`config.mk`:
```
export PLATFORM = sky130hd
export DESIGN_NAME = ack_retry_tracker_core
export DESIGN_NICKNAME = d
export VERILOG_FILES = /design/src/hdl/art_pkg.sv /design/src/hdl/art_ram.sv /design/src/hdl/art_ctrl.sv /design/src/hdl/art_datapath.sv /design/src/hdl/ack_retry_tracker_core.sv
export VERILOG_INCLUDE_DIRS = /design/src /design/src/hdl
export SDC_FILE = /design/constraint.sdc
export NUM_CORES = 2
export LEC_CHECK = 0
export ABC_AREA = 1
export CAP_MARGIN = 20
export CORE_ASPECT_RATIO = 1.1
export CORE_MARGIN = 4
export CORE_UTILIZATION = 45
export CTS_CLUSTER_SIZE = 16
export DETAILED_ROUTE_END_ITERATION = 8
export DONT_BUFFER_PORTS = 1
export GPL_TIMING_DRIVEN = 0
export PLACE_DENSITY = 0.63
export SLEW_MARGIN = 15
export SYNTH_ARGS = -nofsm -noshare
export SYNTH_HDL_FRONTEND = slang
export SYNTH_SLANG_ARGS = --single-unit
```
`constraint.sdc`:
```
create_clock -name aclk -period 9.95 [get_ports aclk]
set_clock_uncertainty 0.2 [all_clocks]
set_input_delay 0.995 -clock aclk [delete_from_list [all_inputs] [get_ports aclk]]
set_output_delay 0.995 -clock aclk [all_outputs]
set_load 0.01 [all_outputs]
```
`src/hdl/ack_retry_tracker_core_assert.svh`:
```
// Assertion macros shared by the ack retry tracker modules.
`ifndef ACK_RETRY_TRACKER_CORE_ASSERT_SVH
`define ACK_RETRY_TRACKER_CORE_ASSERT_SVH
`ifndef SYNTHESIS
// Checked on every aclk edge outside reset.
`define ARTC_ASSERT(lbl, prop) \
    lbl: assert property (@(posedge aclk) disable iff (!aresetn) (prop)) \
        else $error("ack retry tracker assertion failed");
// Checked on every aclk edge, reset included.
`define ARTC_ASSERT_NORST(lbl, prop) \
    lbl: assert property (@(posedge aclk) (prop)) \
        else $error("ack retry tracker assertion failed");
`else
`define ARTC_ASSERT(lbl, prop)
`define ARTC_ASSERT_NORST(lbl, prop)
`endif
`endif

```
`src/hdl/art_pkg.sv`:
```
// Shared types and constants for the ack retry tracker.
package art_pkg;

    localparam int KIND_W     = 3;
    localparam int SEQ_W      = 16;
    localparam int TIME_W     = 32;
    localparam int TIMEOUT_W  = 31;
    localparam int RETRY_W    = 8;
    localparam int PCNT_W     = 5;
    localparam int CFG_IDX_W  = 1;
    localparam int CFG_DATA_W = 32;
    localparam int S_TDATA_W  = 48;
    localparam int M_TDATA_W  = 24;
    localparam int M_PAD_W    = M_TDATA_W - PCNT_W - SEQ_W - 1;

    localparam logic [TIMEOUT_W-1:0] TIMEOUT_RESET     = 31'd100000;
    localparam logic [RETRY_W-1:0]   MAX_RETRIES_RESET = 8'd3;
    localparam logic [RETRY_W-1:0]   RETRY_SAT         = 8'hFF;
    localparam logic [SEQ_W-1:0]     SEQ_START         = 16'd1;
    localparam logic [SEQ_W-1:0]     SEQ_MAX           = 16'hFFFF;

    // Configuration register indexes.
    localparam logic [CFG_IDX_W-1:0] CFG_TIMEOUT     = 1'b0;
    localparam logic [CFG_IDX_W-1:0] CFG_MAX_RETRIES = 1'b1;

    typedef enum logic [KIND_W-1:0] {
        KIND_SENT     = 3'd0,
        KIND_ACK      = 3'd1,
        KIND_CHECK    = 3'd2,
        KIND_NEXT_SEQ = 3'd3,
        KIND_RESET    = 3'd4,
        KIND_QUERY    = 3'd5
    } kind_t;

    typedef enum logic [2:0] {
        ST_IDLE,
        ST_SCAN,
        ST_DRAIN,
        ST_APPLY,
        ST_PICK_SCAN,
        ST_PICK_DRAIN,
        ST_EMIT_DROP,
        ST_EMIT_LAST
    } state_t;

    // Controller to datapath commands.
    typedef struct packed {
        logic load;
        logic scan_rd;
        logic pick;
        logic apply;
        logic emit_drop;
        logic emit_last;
    } cmd_t;

    // Datapath to controller status.
    typedef struct packed {
        kind_t in_kind;
        kind_t kind;
        logic  idx_last;
        logic  drop_one;
        logic  drop_any;
        logic  out_free;
    } sts_t;

    // One table entry as held in the entry memory.
    typedef struct packed {
        logic [RETRY_W-1:0] retries;
        logic [TIME_W-1:0]  stamp;
        logic [SEQ_W-1:0]   seq;
    } entry_t;

endpackage

```
`src/hdl/art_ram.sv`:
```
// Generic simple dual-port RAM with registered read data.
module art_ram #(
    parameter int  WIDTH = 8,
    parameter int  DEPTH = 16,
    localparam int AW    = (DEPTH > 1) ? $clog2(DEPTH) : 1
) (
    input  logic             aclk,
    input  logic             we,
    input  logic [AW-1:0]    waddr,
    input  logic [WIDTH-1:0] wdata,
    input  logic [AW-1:0]    raddr,
    output logic [WIDTH-1:0] rdata
);

    logic [WIDTH-1:0] mem [DEPTH];

    // One write and one registered read per cycle.
    always_ff @(posedge aclk) begin
        if (we) begin
            mem[waddr] <= wdata;
        end
        rdata <= mem[raddr];
    end

endmodule

```
`src/hdl/art_ctrl.sv`:
```
// Sequencing state machine for the ack retry tracker.
`include "ack_retry_tracker_core_assert.svh"
module art_ctrl (
    input  logic          aclk,
    input  logic          aresetn,
    input  logic          s_tvalid,
    output logic          s_tready,
    input  art_pkg::sts_t sts,
    output art_pkg::cmd_t cmd
);

    import art_pkg::*;

    state_t state_reg;
    state_t state_next;
    logic   in_accept;

    // A new request is taken only between items.
    assign s_tready  = (state_reg == ST_IDLE);
    assign in_accept = s_tvalid && s_tready;

    always_ff @(posedge aclk) begin
        if (!aresetn) begin
            state_reg <= ST_IDLE;
        end else begin
            state_reg <= state_next;
        end
    end

    // Next state.
    always_comb begin
        state_next = state_reg;
        case (state_reg)
            ST_IDLE: begin
                if (in_accept) begin
                    case (sts.in_kind)
                        KIND_SENT, KIND_ACK, KIND_CHECK, KIND_QUERY: state_next = ST_SCAN;
                        default: state_next = ST_APPLY;
                    endcase
                end
            end
            ST_SCAN: begin
                if (sts.idx_last) state_next = ST_DRAIN;
            end
            ST_DRAIN: begin
                state_next = ST_APPLY;
            end
            ST_APPLY: begin
                if (sts.kind == KIND_CHECK && sts.drop_any) begin
                    state_next = ST_PICK_SCAN;
                end else begin
                    state_next = ST_EMIT_LAST;
                end
            end
            ST_PICK_SCAN: begin
                if (sts.idx_last) state_next = ST_PICK_DRAIN;
            end
            ST_PICK_DRAIN: begin
                state_next = ST_EMIT_DROP;
            end
            ST_EMIT_DROP: begin
                if (sts.out_free) begin
                    state_next = sts.drop_one ? ST_EMIT_LAST : ST_PICK_SCAN;
                end
            end
            ST_EMIT_LAST: begin
                if (sts.out_free) state_next = ST_IDLE;
            end
            default: begin
                state_next = ST_IDLE;
            end
        endcase
    end

    // Commands to the datapath.
    always_comb begin
        cmd = '0;
        case (state_reg)
            ST_IDLE: begin
                cmd.load = in_accept;
            end
            ST_SCAN: begin
                cmd.scan_rd = 1'b1;
            end
            ST_APPLY: begin
                cmd.apply = 1'b1;
            end
            ST_PICK_SCAN: begin
                cmd.scan_rd = 1'b1;
                cmd.pick    = 1'b1;
            end
            ST_EMIT_DROP: begin
                cmd.emit_drop = sts.out_free;
            end
            ST_EMIT_LAST: begin
                cmd.emit_last = sts.out_free;
            end
            default: begin
                cmd = '0;
            end
        endcase
    end

    // Every abandoned sequence has been reported before the next request.
    `ARTC_ASSERT(a_idle_no_drops, (state_reg == ST_IDLE) |-> !sts.drop_any)
    // A result is only loaded when the output register can take it.
    `ARTC_ASSERT(a_emit_needs_room, (cmd.emit_drop || cmd.emit_last) |-> sts.out_free)
    // Only a timeout check produces abandoned-sequence results.
    `ARTC_ASSERT(a_drop_only_check, (state_reg == ST_EMIT_DROP) |-> (sts.kind == KIND_CHECK))

endmodule

```
`src/hdl/art_datapath.sv`:
```
// Entry table, scan pipeline, counters and output register of the tracker.
`include "ack_retry_tracker_core_assert.svh"
module art_datapath #(
    parameter int ENTRIES = 16
) (
    input  logic                               aclk,
    input  logic                               aresetn,
    input  logic [art_pkg::S_TDATA_W-1:0]      s_tdata,
    input  logic [art_pkg::KIND_W-1:0]         s_tuser,
    input  logic                               cfg_valid,
    output logic                               cfg_ready,
    input  logic [art_pkg::CFG_IDX_W-1:0]      cfg_index,
    input  logic [art_pkg::CFG_DATA_W-1:0]     cfg_data,
    output logic                               m_tvalid,
    input  logic                               m_tready,
    output logic [art_pkg::M_TDATA_W-1:0]      m_tdata,
    output logic                               m_tuser,
    output logic                               m_tlast,
    input  art_pkg::cmd_t                      cmd,
    output art_pkg::sts_t                      sts
);

    import art_pkg::*;

    localparam int             IW       = (ENTRIES > 1) ? $clog2(ENTRIES) : 1;
    localparam int             CW       = $clog2(ENTRIES + 1);
    localparam logic [IW-1:0]  IDX_LAST = IW'(ENTRIES - 1);

    // Item and configuration registers.
    kind_t                  kind_reg;
    logic [SEQ_W-1:0]       seq_reg;
    logic [TIME_W-1:0]      now_reg;
    logic [TIMEOUT_W-1:0]   timeout_reg;
    logic [RETRY_W-1:0]     max_retries_reg;
    logic [SEQ_W-1:0]       seq_cnt_reg;
    logic [SEQ_W-1:0]       seq_cnt_inc;

    // Table bookkeeping.
    logic [ENTRIES-1:0]     valid_reg, valid_next;
    logic [ENTRIES-1:0]     drop_reg, drop_next;
    logic [CW-1:0]          count_reg, count_next;
    logic [CW-1:0]          drop_cnt_reg, drop_cnt_next;

    // Scan pipeline.
    logic [IW-1:0]          idx_reg;
    logic                   pipe_valid_reg;
    logic                   pipe_pick_reg;
    logic [IW-1:0]          pipe_idx_reg;

    // Scan results.
    logic                   found_reg;
    logic [IW-1:0]          hit_idx_reg;
    logic                   free_found_reg;
    logic [IW-1:0]          free_idx_reg;
    logic                   best_found_reg;
    logic [SEQ_W-1:0]       best_seq_reg;
    logic [IW-1:0]          best_idx_reg;

    // Output register.
    logic                   out_valid_reg;
    logic                   out_ok_reg;
    logic                   out_to_reg;
    logic [SEQ_W-1:0]       out_seq_reg;
    logic [PCNT_W-1:0]      out_cnt_reg;
    logic                   out_last_reg;

    // Entry memory ports.
    logic                   ram_we;
    logic [IW-1:0]          ram_waddr;
    entry_t                 ram_wdata;
    logic [$bits(entry_t)-1:0] ram_rdata;
    entry_t                 rd_entry;

    // Per-entry decisions at the pipeline stage.
    logic                   pipe_entry_valid;
    logic                   seq_match;
    logic                   free_slot;
    logic [TIME_W-1:0]      age;
    logic                   expired;
    logic [RETRY_W-1:0]     retries_inc;
    logic                   give_up;
    logic                   check_hit;
    logic                   pick_hit;
    logic                   final_ok;

    art_ram #(
        .WIDTH ($bits(entry_t)),
        .DEPTH (ENTRIES)
    ) u_entry_ram (
        .aclk  (aclk),
        .we    (ram_we),
        .waddr (ram_waddr),
        .wdata (ram_wdata),
        .raddr (idx_reg),
        .rdata (ram_rdata)
    );

    assign rd_entry = entry_t'(ram_rdata);

    // Compare stage: the entry read last cycle is judged here.
    assign pipe_entry_valid = pipe_valid_reg && valid_reg[pipe_idx_reg];
    assign seq_match  = pipe_entry_valid && !pipe_pick_reg && (rd_entry.seq == seq_reg);
    assign free_slot  = pipe_valid_reg && !pipe_pick_reg && !valid_reg[pipe_idx_reg];
    assign age        = now_reg - rd_entry.stamp;
    assign expired    = age > {1'b0, timeout_reg};
    assign retries_inc = (rd_entry.retries == RETRY_SAT) ? rd_entry.retries
                                                         : rd_entry.retries + 1'b1;
    assign give_up    = retries_inc >= max_retries_reg;
    assign check_hit  = pipe_entry_valid && !pipe_pick_reg && (kind_reg == KIND_CHECK)
                        && expired;
    assign pick_hit   = pipe_valid_reg && pipe_pick_reg && drop_reg[pipe_idx_reg]
                        && (!best_found_reg || (rd_entry.seq < best_seq_reg));

    assign seq_cnt_inc = (seq_cnt_reg == SEQ_MAX) ? SEQ_START : seq_cnt_reg + 1'b1;

    // Table updates and entry memory writes.
    always_comb begin
        valid_next    = valid_reg;
        drop_next     = drop_reg;
        count_next    = count_reg;
        drop_cnt_next = drop_cnt_reg;
        ram_we        = 1'b0;
        ram_waddr     = pipe_idx_reg;
        ram_wdata     = '{retries: retries_inc, stamp: now_reg, seq: rd_entry.seq};

        // Expired entry: drop it once out of retries, else restamp it and bump its retry count.
        if (check_hit) begin
            if (give_up) begin
                valid_next[pipe_idx_reg] = 1'b0;
                drop_next[pipe_idx_reg]  = 1'b1;
                count_next               = count_reg - 1'b1;
                drop_cnt_next            = drop_cnt_reg + 1'b1;
            end else begin
                ram_we = 1'b1;
            end
        end

        if (cmd.apply) begin
            case (kind_reg)
                KIND_SENT: begin
                    if (!found_reg && free_found_reg) begin
                        valid_next[free_idx_reg] = 1'b1;
                        count_next = count_reg + 1'b1;
                        ram_we     = 1'b1;
                        ram_waddr  = free_idx_reg;
                        ram_wdata  = '{retries: '0, stamp: now_reg, seq: seq_reg};
                    end
                end
                KIND_ACK: begin
                    if (found_reg) begin
                        valid_next[hit_idx_reg] = 1'b0;
                        count_next = count_reg - 1'b1;
                    end
                end
                KIND_RESET: begin
                    valid_next = '0;
                    count_next = '0;
                end
                default: begin
                    valid_next = valid_reg;
                end
            endcase
        end

        // A reported sequence leaves the drop list.
        if (cmd.emit_drop) begin
            drop_next[best_idx_reg] = 1'b0;
            drop_cnt_next = drop_cnt_reg - 1'b1;
        end
    end

    // Ok flag of the closing result.
    always_comb begin
        case (kind_reg)
            KIND_SENT:     final_ok = !found_reg && free_found_reg;
            KIND_ACK:      final_ok = found_reg;
            KIND_QUERY:    final_ok = found_reg;
            KIND_NEXT_SEQ: final_ok = 1'b1;
            KIND_RESET:    final_ok = 1'b1;
            default:       final_ok = 1'b0;
        endcase
    end

    // Control state.
    always_ff @(posedge aclk) begin
        if (!aresetn) begin
            valid_reg       <= '0;
            drop_reg        <= '0;
            count_reg       <= '0;
            drop_cnt_reg    <= '0;
            seq_cnt_reg     <= SEQ_START;
            timeout_reg     <= TIMEOUT_RESET;
            max_retries_reg <= MAX_RETRIES_RESET;
            idx_reg         <= '0;
            pipe_valid_reg  <= 1'b0;
            found_reg       <= 1'b0;
            free_found_reg  <= 1'b0;
            best_found_reg  <= 1'b0;
            out_valid_reg   <= 1'b0;
        end else begin
            valid_reg      <= valid_next;
            drop_reg       <= drop_next;
            count_reg      <= count_next;
            drop_cnt_reg   <= drop_cnt_next;
            pipe_valid_reg <= cmd.scan_rd;

            if (cfg_valid) begin
                case (cfg_index)
                    CFG_TIMEOUT:     timeout_reg     <= cfg_data[TIMEOUT_W-1:0];
                    CFG_MAX_RETRIES: max_retries_reg <= cfg_data[RETRY_W-1:0];
                    default:         timeout_reg     <= timeout_reg;
                endcase
            end

            if (cmd.scan_rd) begin
                idx_reg <= (idx_reg == IDX_LAST) ? '0 : idx_reg + 1'b1;
            end

            if (cmd.apply && kind_reg == KIND_NEXT_SEQ) begin
                seq_cnt_reg <= seq_cnt_inc;
            end else if (cmd.apply && kind_reg == KIND_RESET) begin
                seq_cnt_reg <= SEQ_START;
            end

            if (cmd.load) begin
                found_reg      <= 1'b0;
                free_found_reg <= 1'b0;
                best_found_reg <= 1'b0;
            end else begin
                if (seq_match) found_reg <= 1'b1;
                if (free_slot && !free_found_reg) free_found_reg <= 1'b1;
                if (pick_hit) begin
                    best_found_reg <= 1'b1;
                end else if (cmd.emit_drop) begin
                    best_found_reg <= 1'b0;
                end
            end

            if (cmd.emit_drop || cmd.emit_last) begin
                out_valid_reg <= 1'b1;
            end else if (m_tready) begin
                out_valid_reg <= 1'b0;
            end
        end
    end

    // Payload registers.
    always_ff @(posedge aclk) begin
        if (cmd.load) begin
            kind_reg <= kind_t'(s_tuser);
            seq_reg  <= s_tdata[SEQ_W-1:0];
            now_reg  <= s_tdata[SEQ_W+TIME_W-1:SEQ_W];
        end
        pipe_pick_reg <= cmd.pick;
        pipe_idx_reg  <= idx_reg;
        if (seq_match) hit_idx_reg <= pipe_idx_reg;
        if (free_slot && !free_found_reg) free_idx_reg <= pipe_idx_reg;
        if (pick_hit) begin
            best_seq_reg <= rd_entry.seq;
            best_idx_reg <= pipe_idx_reg;
        end
        if (cmd.emit_drop) begin
            out_ok_reg   <= 1'b0;
            out_to_reg   <= 1'b1;
            out_seq_reg  <= best_seq_reg;
            out_cnt_reg  <= PCNT_W'(count_reg);
            out_last_reg <= 1'b0;
        end else if (cmd.emit_last) begin
            out_ok_reg   <= final_ok;
            out_to_reg   <= 1'b0;
            out_seq_reg  <= (kind_reg == KIND_NEXT_SEQ) ? seq_cnt_reg : '0;
            out_cnt_reg  <= PCNT_W'(count_reg);
            out_last_reg <= 1'b1;
        end
    end

    // Ports and status.
    assign cfg_ready = 1'b1;
    assign m_tvalid  = out_valid_reg;
    assign m_tdata   = {{M_PAD_W{1'b0}}, out_cnt_reg, out_seq_reg, out_ok_reg};
    assign m_tuser   = out_to_reg;
    assign m_tlast   = out_last_reg;

    assign sts.in_kind  = kind_t'(s_tuser);
    assign sts.kind     = kind_reg;
    assign sts.idx_last = (idx_reg == IDX_LAST);
    assign sts.drop_one = (drop_cnt_reg == CW'(1));
    assign sts.drop_any = (drop_cnt_reg != '0);
    assign sts.out_free = !out_valid_reg || m_tready;

    // The pending count never exceeds the table size.
    `ARTC_ASSERT(a_count_bound, count_reg <= CW'(ENTRIES))
    // A pick scan only runs while abandoned sequences wait to be reported.
    `ARTC_ASSERT(a_pick_has_drop, (pipe_valid_reg && pipe_pick_reg) |-> (drop_cnt_reg != '0))
    // The drop count and the drop flags agree, so every pick finds an entry.
    `ARTC_ASSERT(a_drop_found, cmd.emit_drop |-> best_found_reg)

endmodule

```
`src/hdl/ack_retry_tracker_core.sv`:
```
// Top level of the ack retry tracker: controller, datapath and ports.
//
//   Channel  Direction  Handshake            Payload
//   s_       in         s_tvalid/s_tready    s_tdata {now_us, seq}, s_tuser kind
//   m_       out        m_tvalid/m_tready    m_tdata {pad, pending_count, seq_out, ok},
//                                            m_tuser timed_out, m_tlast last
//   cfg_     in         cfg_valid/cfg_ready  cfg_index register, cfg_data value
//
// Sent, ack and query go through accept, one entry memory pass at one entry per
// cycle, drain, apply and emit. A timeout check adds, per abandoned sequence, a
// further lowest-sequence pass that finds it, a drain and its emit. Other kinds
// skip the pass. Reset clears all valid bits at once, with no clearing pass.
// A stalled m_ channel holds the block in its emit state; one result may wait
// in the output register while the next request is taken.
module ack_retry_tracker_core #(
    parameter int ENTRIES = 16
) (
    input  logic                           aclk,
    input  logic                           aresetn,
    // Input requests.
    input  logic                           s_tvalid,
    output logic                           s_tready,
    input  logic [art_pkg::S_TDATA_W-1:0]  s_tdata,   // seq[15:0], now_us[47:16]
    input  logic [art_pkg::KIND_W-1:0]     s_tuser,   // kind[2:0]
    // Results.
    output logic                           m_tvalid,
    input  logic                           m_tready,
    output logic [art_pkg::M_TDATA_W-1:0]  m_tdata,   // ok[0], seq_out[16:1],
                                                      // pending_count[21:17], zero[23:22]
    output logic                           m_tuser,   // timed_out
    output logic                           m_tlast,   // last
    // Configuration writes.
    input  logic                           cfg_valid,
    output logic                           cfg_ready,
    input  logic [art_pkg::CFG_IDX_W-1:0]  cfg_index,
    input  logic [art_pkg::CFG_DATA_W-1:0] cfg_data
);

    import art_pkg::*;

    cmd_t cmd;
    sts_t sts;

    art_ctrl u_ctrl (
        .aclk     (aclk),
        .aresetn  (aresetn),
        .s_tvalid (s_tvalid),
        .s_tready (s_tready),
        .sts      (sts),
        .cmd      (cmd)
    );

    art_datapath #(
        .ENTRIES (ENTRIES)
    ) u_datapath (
        .aclk      (aclk),
        .aresetn   (aresetn),
        .s_tdata   (s_tdata),
        .s_tuser   (s_tuser),
        .cfg_valid (cfg_valid),
        .cfg_ready (cfg_ready),
        .cfg_index (cfg_index),
        .cfg_data  (cfg_data),
        .m_tvalid  (m_tvalid),
        .m_tready  (m_tready),
        .m_tdata   (m_tdata),
        .m_tuser   (m_tuser),
        .m_tlast   (m_tlast),
        .cmd       (cmd),
        .sts       (sts)
    );

endmodule
```
# --- Yosys cells after proc, flatten, opt, wreduce, memory -nomap -nowiden ---
# Memory sizes are Yosys's and may differ from the RTL's. A register that Yosys moved wholly into a read port is not among the register bits.
# Index checks and enable logic that the tools add are counted.
totals:
  reg_bits: 217
  ram_bits: 896
  in_bits: 89
  out_inout_bits: 29
  word_cells: 205
  mem_count: 1
classes:
  n_addsub: 8
  order_cmp: 11
  n_eq_ne: 26
  muxes: 73
  n_bitwise: 10
  n_reduce_logical: 48
memory_table:
  columns: ["memory", "depth", "width", "rd", "rd_ports_with_merged_regs", "wr", "line_no", "rtl"]
  rows:
  - ["u_datapath.u_entry_ram.mem", 16, 56, 1, 1, 1, "art_ram.sv:15", "logic [WIDTH-1:0] mem [DEPTH];"]
ops:
  columns: ["operator", "count"]
  rows:
  - ["$mux W16", 14]
  - ["$mux W56", 3]
  - ["$mux W5", 10]
  - ["$and A16 B16 Y16", 3]
  - ["$not A16 Y16", 3]
  - ["$pmux W16 S3", 1]
  - ["$gt A32 B31 Y1", 1]
  - ["$or A16 B16 Y16", 2]
  - ["$sub A32 B32 Y32", 1]
  - ["$pmux W3 S8", 1]
  - ["$mux W1", 23]
  - ["$eq A3 B3 Y1 const B", 7]
  - ["$logic_and A1 B1 Y1", 20]
  - ["$lt A4 B5 Y1 const B", 4]
  - ["$add A16 B1 Y16 const B", 1]
  - ["$demux W1 S4", 4]
  - ["$eq A16 B16 Y1", 1]
  - ["$eq A16 B16 Y1 const B", 1]
  - ["$ge A4 B1 Y1 const B", 4]
  - ["$lt A16 B16 Y1", 1]
  - ["$mux W4", 4]
  - ["$eq A3 B2 Y1 const B", 5]
  - ["$mux W3", 5]
  - ["$pmux W5 S3", 1]
  - ["26 further kinds", 56]

# --- Depth between registers and ports, before layout ---
logic_depth:
  word_depth: 12
  mapped_depth: 37
  depth_no_buf: 37

# --- Hierarchy ---
# A second synthesis with hierarchy kept.
hier_totals:
  hier_cells: 5402
  area_unflattened_um2: 52763.1
by_module_without_submodules:
  columns: ["module", "instances", "cells_per_inst", "area_each_um2", "seq_area_each_um2"]
  rows:
  - ["art_ram", 1, 3688, 39679.3, 28026.9]
  - ["art_datapath", 1, 1657, 12784.8, 5285.1]
  - ["art_ctrl", 1, 57, 299.0, 60.1]

# --- Worst setup path before layout ---
# No wires, ideal clock.
synth_timing:
  path_type: "register to register"
  from: "register u_datapath.now_reg[0]"
  to: "memory u_datapath.u_entry_ram.mem[0][0] (netlist bit) (enable)"
  setup_ns: 0.470
  arrival_ns: 6.431
  slack_ns: 2.849
  path_stages_with_launch: 36
  synth_period_minus_slack_ns: 7.101
  cell_sequence: "edfxtp_1 -> inv_1 -> ha_1 -> inv_1 -> fa_1 -> nand2_1 -> inv_1 -> nand2_1 -> nand2_1 -> a21oi_2 -> o21ai_1 -> a21boi_2 -> o21ai_1 -> a21boi_0 -> nor2_1 -> nor2_1 -> xnor2_1 -> ha_1 -> nand2_1 -> nor2_1 -> nand2_1 -> nor2_1 -> nand2_1 -> nand3_1 -> nand2_1 -> nand2_1 -> nand2_1 -> nand2_1 -> nand2_1 -> nand2_1 -> nand2_1 -> nand2_2 -> nand2_4 -> o21ai_2 -> nand3_1 -> nor2_1"
synth_via:
  elab_chain_cells: 9
synth_lines:
  columns: ["item", "line_no", "rtl"]
  rows:
  - ["from (decl)", "art_datapath.sv:32", "logic [TIME_W-1:0] now_reg;"]
  - ["from (signal assigned)", "art_datapath.sv:252", "now_reg <= s_tdata[SEQ_W+TIME_W-1:SEQ_W];"]
  - ["$sub A32 B32 Y32 *", "art_datapath.sv:104", "assign age = now_reg - rd_entry.stamp;"]
  - ["$gt A32 B31 Y1 *", "art_datapath.sv:105", "assign expired = age > {1'b0, timeout_reg};"]
  - ["$logic_and A1 B1 Y1 *", "art_datapath.sv:110", "&& expired;"]
  - ["$mux W1 *", "art_datapath.sv:127", "if (check_hit) begin"]
  - ["$mux W1", "art_datapath.sv:141", "if (!found_reg && free_found_reg) begin"]
  - ["$mux W1", "art_datapath.sv:139", "case (kind_reg)"]
  - ["$mux W1 *", "art_datapath.sv:138", "if (cmd.apply) begin"]
  - ["$mux W1 *", "art_ram.sv:19", "if (we) begin"]
  - ["$mux W1 (implied by the code) *", "art_ram.sv:20", "mem[waddr] <= wdata;"]
  - ["to (decl)", "art_ram.sv:15", null]
# Mark *: on every way between the ends. The rest lies on a longest branch, timed or not.

# --- Final worst setup path ---
layout_timing:
  from: "register u_datapath.now_reg[0]"
  to: "memory u_datapath.u_entry_ram.mem[6][20] (netlist bit) (enable)"
# Same word-level chain as after synthesis.

==> metrics.md <==
| Metric | Value |
|---|---|
| Final min period | 7.24 ns |
| Num ports | between 100 and 150 |
| Last weighted congestion value of the routability-driven placer | 0.941 |
| PD cells | 287 nW/um^2 |
| Standard cell core area | 108,000 um^2 |
| Max-cap violation count | 0 |
| Synth cell types | just under 60 |
| Proportion of synthesized chip area in sequential cells | 68.4% |
| CTS H-tree lvls | 3 |
| Number of synthesized flops with an enable pin | roughly 1,000 |
| Area of placed instances | between 50,000 and 60,000 um^2 |
| Clk pin slew, worst setup/hold paths | around 0.06 ns |
| Final net count | approximately 4,500 |
| Max-slew headroom | 21.5% |
| Number of nets still failing antenna checks after routing | 0 |
| Period utilization | 72.7% |
| Yosys reg bits | 1,169 |
| DPL Wire Length | between 90,000 and 100,000 um |
| Most common cell after layout, fill and taps aside | sky130_fd_sc_hd__edfxtp_1 |
| Later-pin clock latency in the skew report | ~0.72 ns |
| Hold WC Path Type | in2reg |
| DRC violations left | 0 |
| Crit Path Max Fanout | 20 |
| Full die area | 114,000 um^2 |
| Average cell area after synthesis | 11.9 um^2 |
| Kind of start point of the critical path | register |
| Commonest cells after routing, fill and taps aside | sky130_fd_sc_hd__edfxtp_1 (996), sky130_fd_sc_hd__nor2_1 (604), sky130_fd_sc_hd__nand2_1 (454), sky130_fd_sc_hd__o21ai_0 (337), sky130_fd_sc_hd__inv_1 (270) |
| Antenna violations before repair | 2 |
| Detail-routed via count per cell | ~5.7 |
| Final WL | 139,000 um |
| Clock tree from TritonCTS | done |
| Number of gates resized after CTS | 0 |
| Static Leak | 18.9 nW |
| Crit path max-delay cell type | sky130_fd_sc_hd__nor2_4 |
| RSZ-0062 raised after global routing | false |
| Hold Vio Cnt, Final | 0 |
| Post-CTS Setup Repair Bufs | 0 |
| DRT iter0 DRCs | around 3,700 |
| NetSw | about 0.0058 W |
| Fmax | about 140 MHz |
| Number of standard cells in the layout, taps in and fillers out | approximately 5,800 |
| Maximum number of pins on one net before global-route repair | 24 |
| Total number of vias | 33,132 |
| Number of max-slew violations in the final report | 0 |
| Fin area | around 56,000 um^2 |
| Via count of the first global-routing pass | 32,001 |
| Share of final-layout standard cells stronger than drive strength 1 | 6.96% |
| Clk Tree Root Cell | sky130_fd_sc_hd__clkbuf_16 |
| Part of the total power dissipated in combinational logic | around a third |
| Largest register FFs | roughly 900 |
| Internal cell power | ~0.01 W |
| I/O Buffers | 0 |
| Worst EP arrival | 7.45 ns |
| Avg WL per Cell | 24.0 um |
| Worst IR Drop VDD | between 150 and 200 uV |
| Number of rows in the core area | around 130 |
| Slew at the pin closest to its max-slew limit | 1.18 ns |
| Synth-to-Final Area Change | 14.0% |
| First-pass detailed-route iteration total | 6 |
| Synth Instances | between 4,000 and 5,000 |
| Number of sinks driven by the clock tree | 1,169 |
| GRT overflow | 0 |
| Die X | about 320 um |
| Switching share of power | between 30% and 40% |
| Setup CP Type | reg2reg |
| Maximum number of buffers from clock root to sink | 3 |
| Global routing usage summed across all routing layers | 24.0% |
| Status | complete, no violations |
| Proportion of power drawn by flip-flops and latches | between 30% and 40% |
| Final-report setup violation count | 0 |
| Worst stage delay on the critical path | 0.74 ns |
| First-pass GRT wire length | approximately 200,000 um |
| Endpoint class of the critical path | register |
| Placed Cells | 5,557 |
| Die boundary height | about 350 um |
| CP required | around 10 ns |
| Hold_buf cts | 0 |
| Starting density of the core | a little under half |
| Proportion of power drawn by the clock network | 29.2% |
| Total Power Consumption | 0.0160 W |
| Cell seen most often among critical-path stages | sky130_fd_sc_hd__nand2_1 |
| Yosys warns | 0 |
| Area of the mapped netlist | between 40,000 and 50,000 um^2 |
| Fraction of registers with async set/reset | 0% |
| Clock buffers created by TritonCTS | 119 |
| Primary flip-flop cell chosen by synthesis mapping | sky130_fd_sc_hd__edfxtp_1 |
[kinds of logic (layout without fill, tap and decap cells)]
kind of cell,after synthesis,in the layout,share of synthesized area [%]
AO/OA/AOI/OAI,846,846,10.9
XOR/XNOR,58,58,1.04
adder cells (fa/ha/maj),94,94,2.43
buffers and inverters,499,769,4.08
flip-flops,1169,1169,68.4
multiplexers,93,93,1.91
other,2,5,0.0154
AND/OR/NAND/NOR,1348,1348,11.2
[worst paths after layout]
check,start,to,slack (ns),cells past startpoint
setup / recovery,u_datapath.now_reg[0],u_datapath.u_entry_ram.mem[6][20],2.71,37
hold / removal,s_tdata[32],u_datapath.now_reg[16],0.16,0
setup reg to reg,u_datapath.now_reg[0],u_datapath.u_entry_ram.mem[6][20],2.71,37
hold reg to reg,u_datapath.idx_reg[2],u_datapath.pipe_idx_reg[2],0.18,0
[area by class of cell]
cell class                      count  area, um^2
Antenna cell                        2        5.00
Sequential cell                  1169       33400
Multi-Input combinational cell   2442       13600
Inverter                          274        1030
Buffer                            225         970
Clock inverter                     81         980
Clock buffer                      147        3130
Fill cell                        9282       51900
Timing Repair Buffer               42         790
Tap cell                         1408        1760
[metrics by stage]
stage	TNS [ns]	utilization [%]	worst slack [ns]	hold WS (ns)
2_1_floorplan	0	-	2.85	0.129
3_3_place_gp	-487.67	47.0	-0.797	0.163
3_5_place_dp	0	47.9	2.85	0.170
4_1_cts	0	51.7	2.81	0.118
5_1_grt	0	51.7	2.18	0.124
6_report	0	51.7	2.71	0.163
[power by group through the flow]
stage	logic (W)	clock network [W]	registers [W]
floorplan	0.00310	0	0.00623
global placement	0.00484	0	0.00641
detailed placement	0.00494	0	0.00640
CTS	0.00496	0.00472	0.00630
global route	0.00547	0.00492	0.00633
finish	0.00500	0.00466	0.00630
[worst max-delay path: cells and delay by family, from the launching register on]
kind            cells  cell delay (ns)
simple gates       22             2.89
compound gates      6             1.50
fa+ha+maj           3             0.87
buf+inv             5             0.70
flops               1             0.62
xor+xnor            1             0.11
[per-layer routing]
layer	vias up	wire, um	GRT usage (%)	share of wire [%]
met2	1366	67500	40.4	49
met3	292	9380	3.24	6.7
met4	0	6110	9.87	4.4
li1	15215	-	-	-
met5	-	0	0	0
met1	16259	56100	31.6	40
[synth_stat cells (3+ instances only)]
library cell / count / area share, %
sky130_fd_sc_hd__a211oi_1: 3 / 0.046
sky130_fd_sc_hd__a21boi_0: 3 / 0.046
sky130_fd_sc_hd__a21o_1: 4 / 0.062
sky130_fd_sc_hd__a21oi_1: 186 / 1.9
sky130_fd_sc_hd__a21oi_2: 3 / 0.054
sky130_fd_sc_hd__a31oi_1: 4 / 0.051
sky130_fd_sc_hd__buf_1: 23 / 0.18
sky130_fd_sc_hd__buf_2: 19 / 0.19
sky130_fd_sc_hd__buf_4: 7 / 0.11
sky130_fd_sc_hd__clkbuf_1: 168 / 1.3
sky130_fd_sc_hd__clkinv_1: 3 / 0.023
sky130_fd_sc_hd__dfxtp_1: 173 / 7.1
sky130_fd_sc_hd__edfxtp_1: 996 / 61
sky130_fd_sc_hd__ha_1: 93 / 2.4
sky130_fd_sc_hd__inv_1: 270 / 2.1
sky130_fd_sc_hd__mux2i_1: 93 / 1.9
sky130_fd_sc_hd__nand2_1: 454 / 3.5
sky130_fd_sc_hd__nand2_2: 3 / 0.038
sky130_fd_sc_hd__nand3_1: 206 / 2.1
sky130_fd_sc_hd__nand4_1: 20 / 0.26
sky130_fd_sc_hd__nor2_1: 622 / 4.8
sky130_fd_sc_hd__nor2_2: 3 / 0.038
sky130_fd_sc_hd__nor3_1: 25 / 0.26
sky130_fd_sc_hd__nor4_1: 3 / 0.038
sky130_fd_sc_hd__o211ai_1: 32 / 0.49
sky130_fd_sc_hd__o21a_1: 4 / 0.062
sky130_fd_sc_hd__o21ai_0: 339 / 3.5
sky130_fd_sc_hd__o21ai_1: 4 / 0.041
sky130_fd_sc_hd__o21bai_1: 3 / 0.046
sky130_fd_sc_hd__o221ai_1: 96 / 1.7
sky130_fd_sc_hd__o22ai_1: 19 / 0.24
sky130_fd_sc_hd__o31ai_1: 8 / 0.12
sky130_fd_sc_hd__o32ai_1: 132 / 2.4
sky130_fd_sc_hd__xnor2_1: 23 / 0.41
sky130_fd_sc_hd__xor2_1: 35 / 0.63
Power figures use the tool's default switching activity.
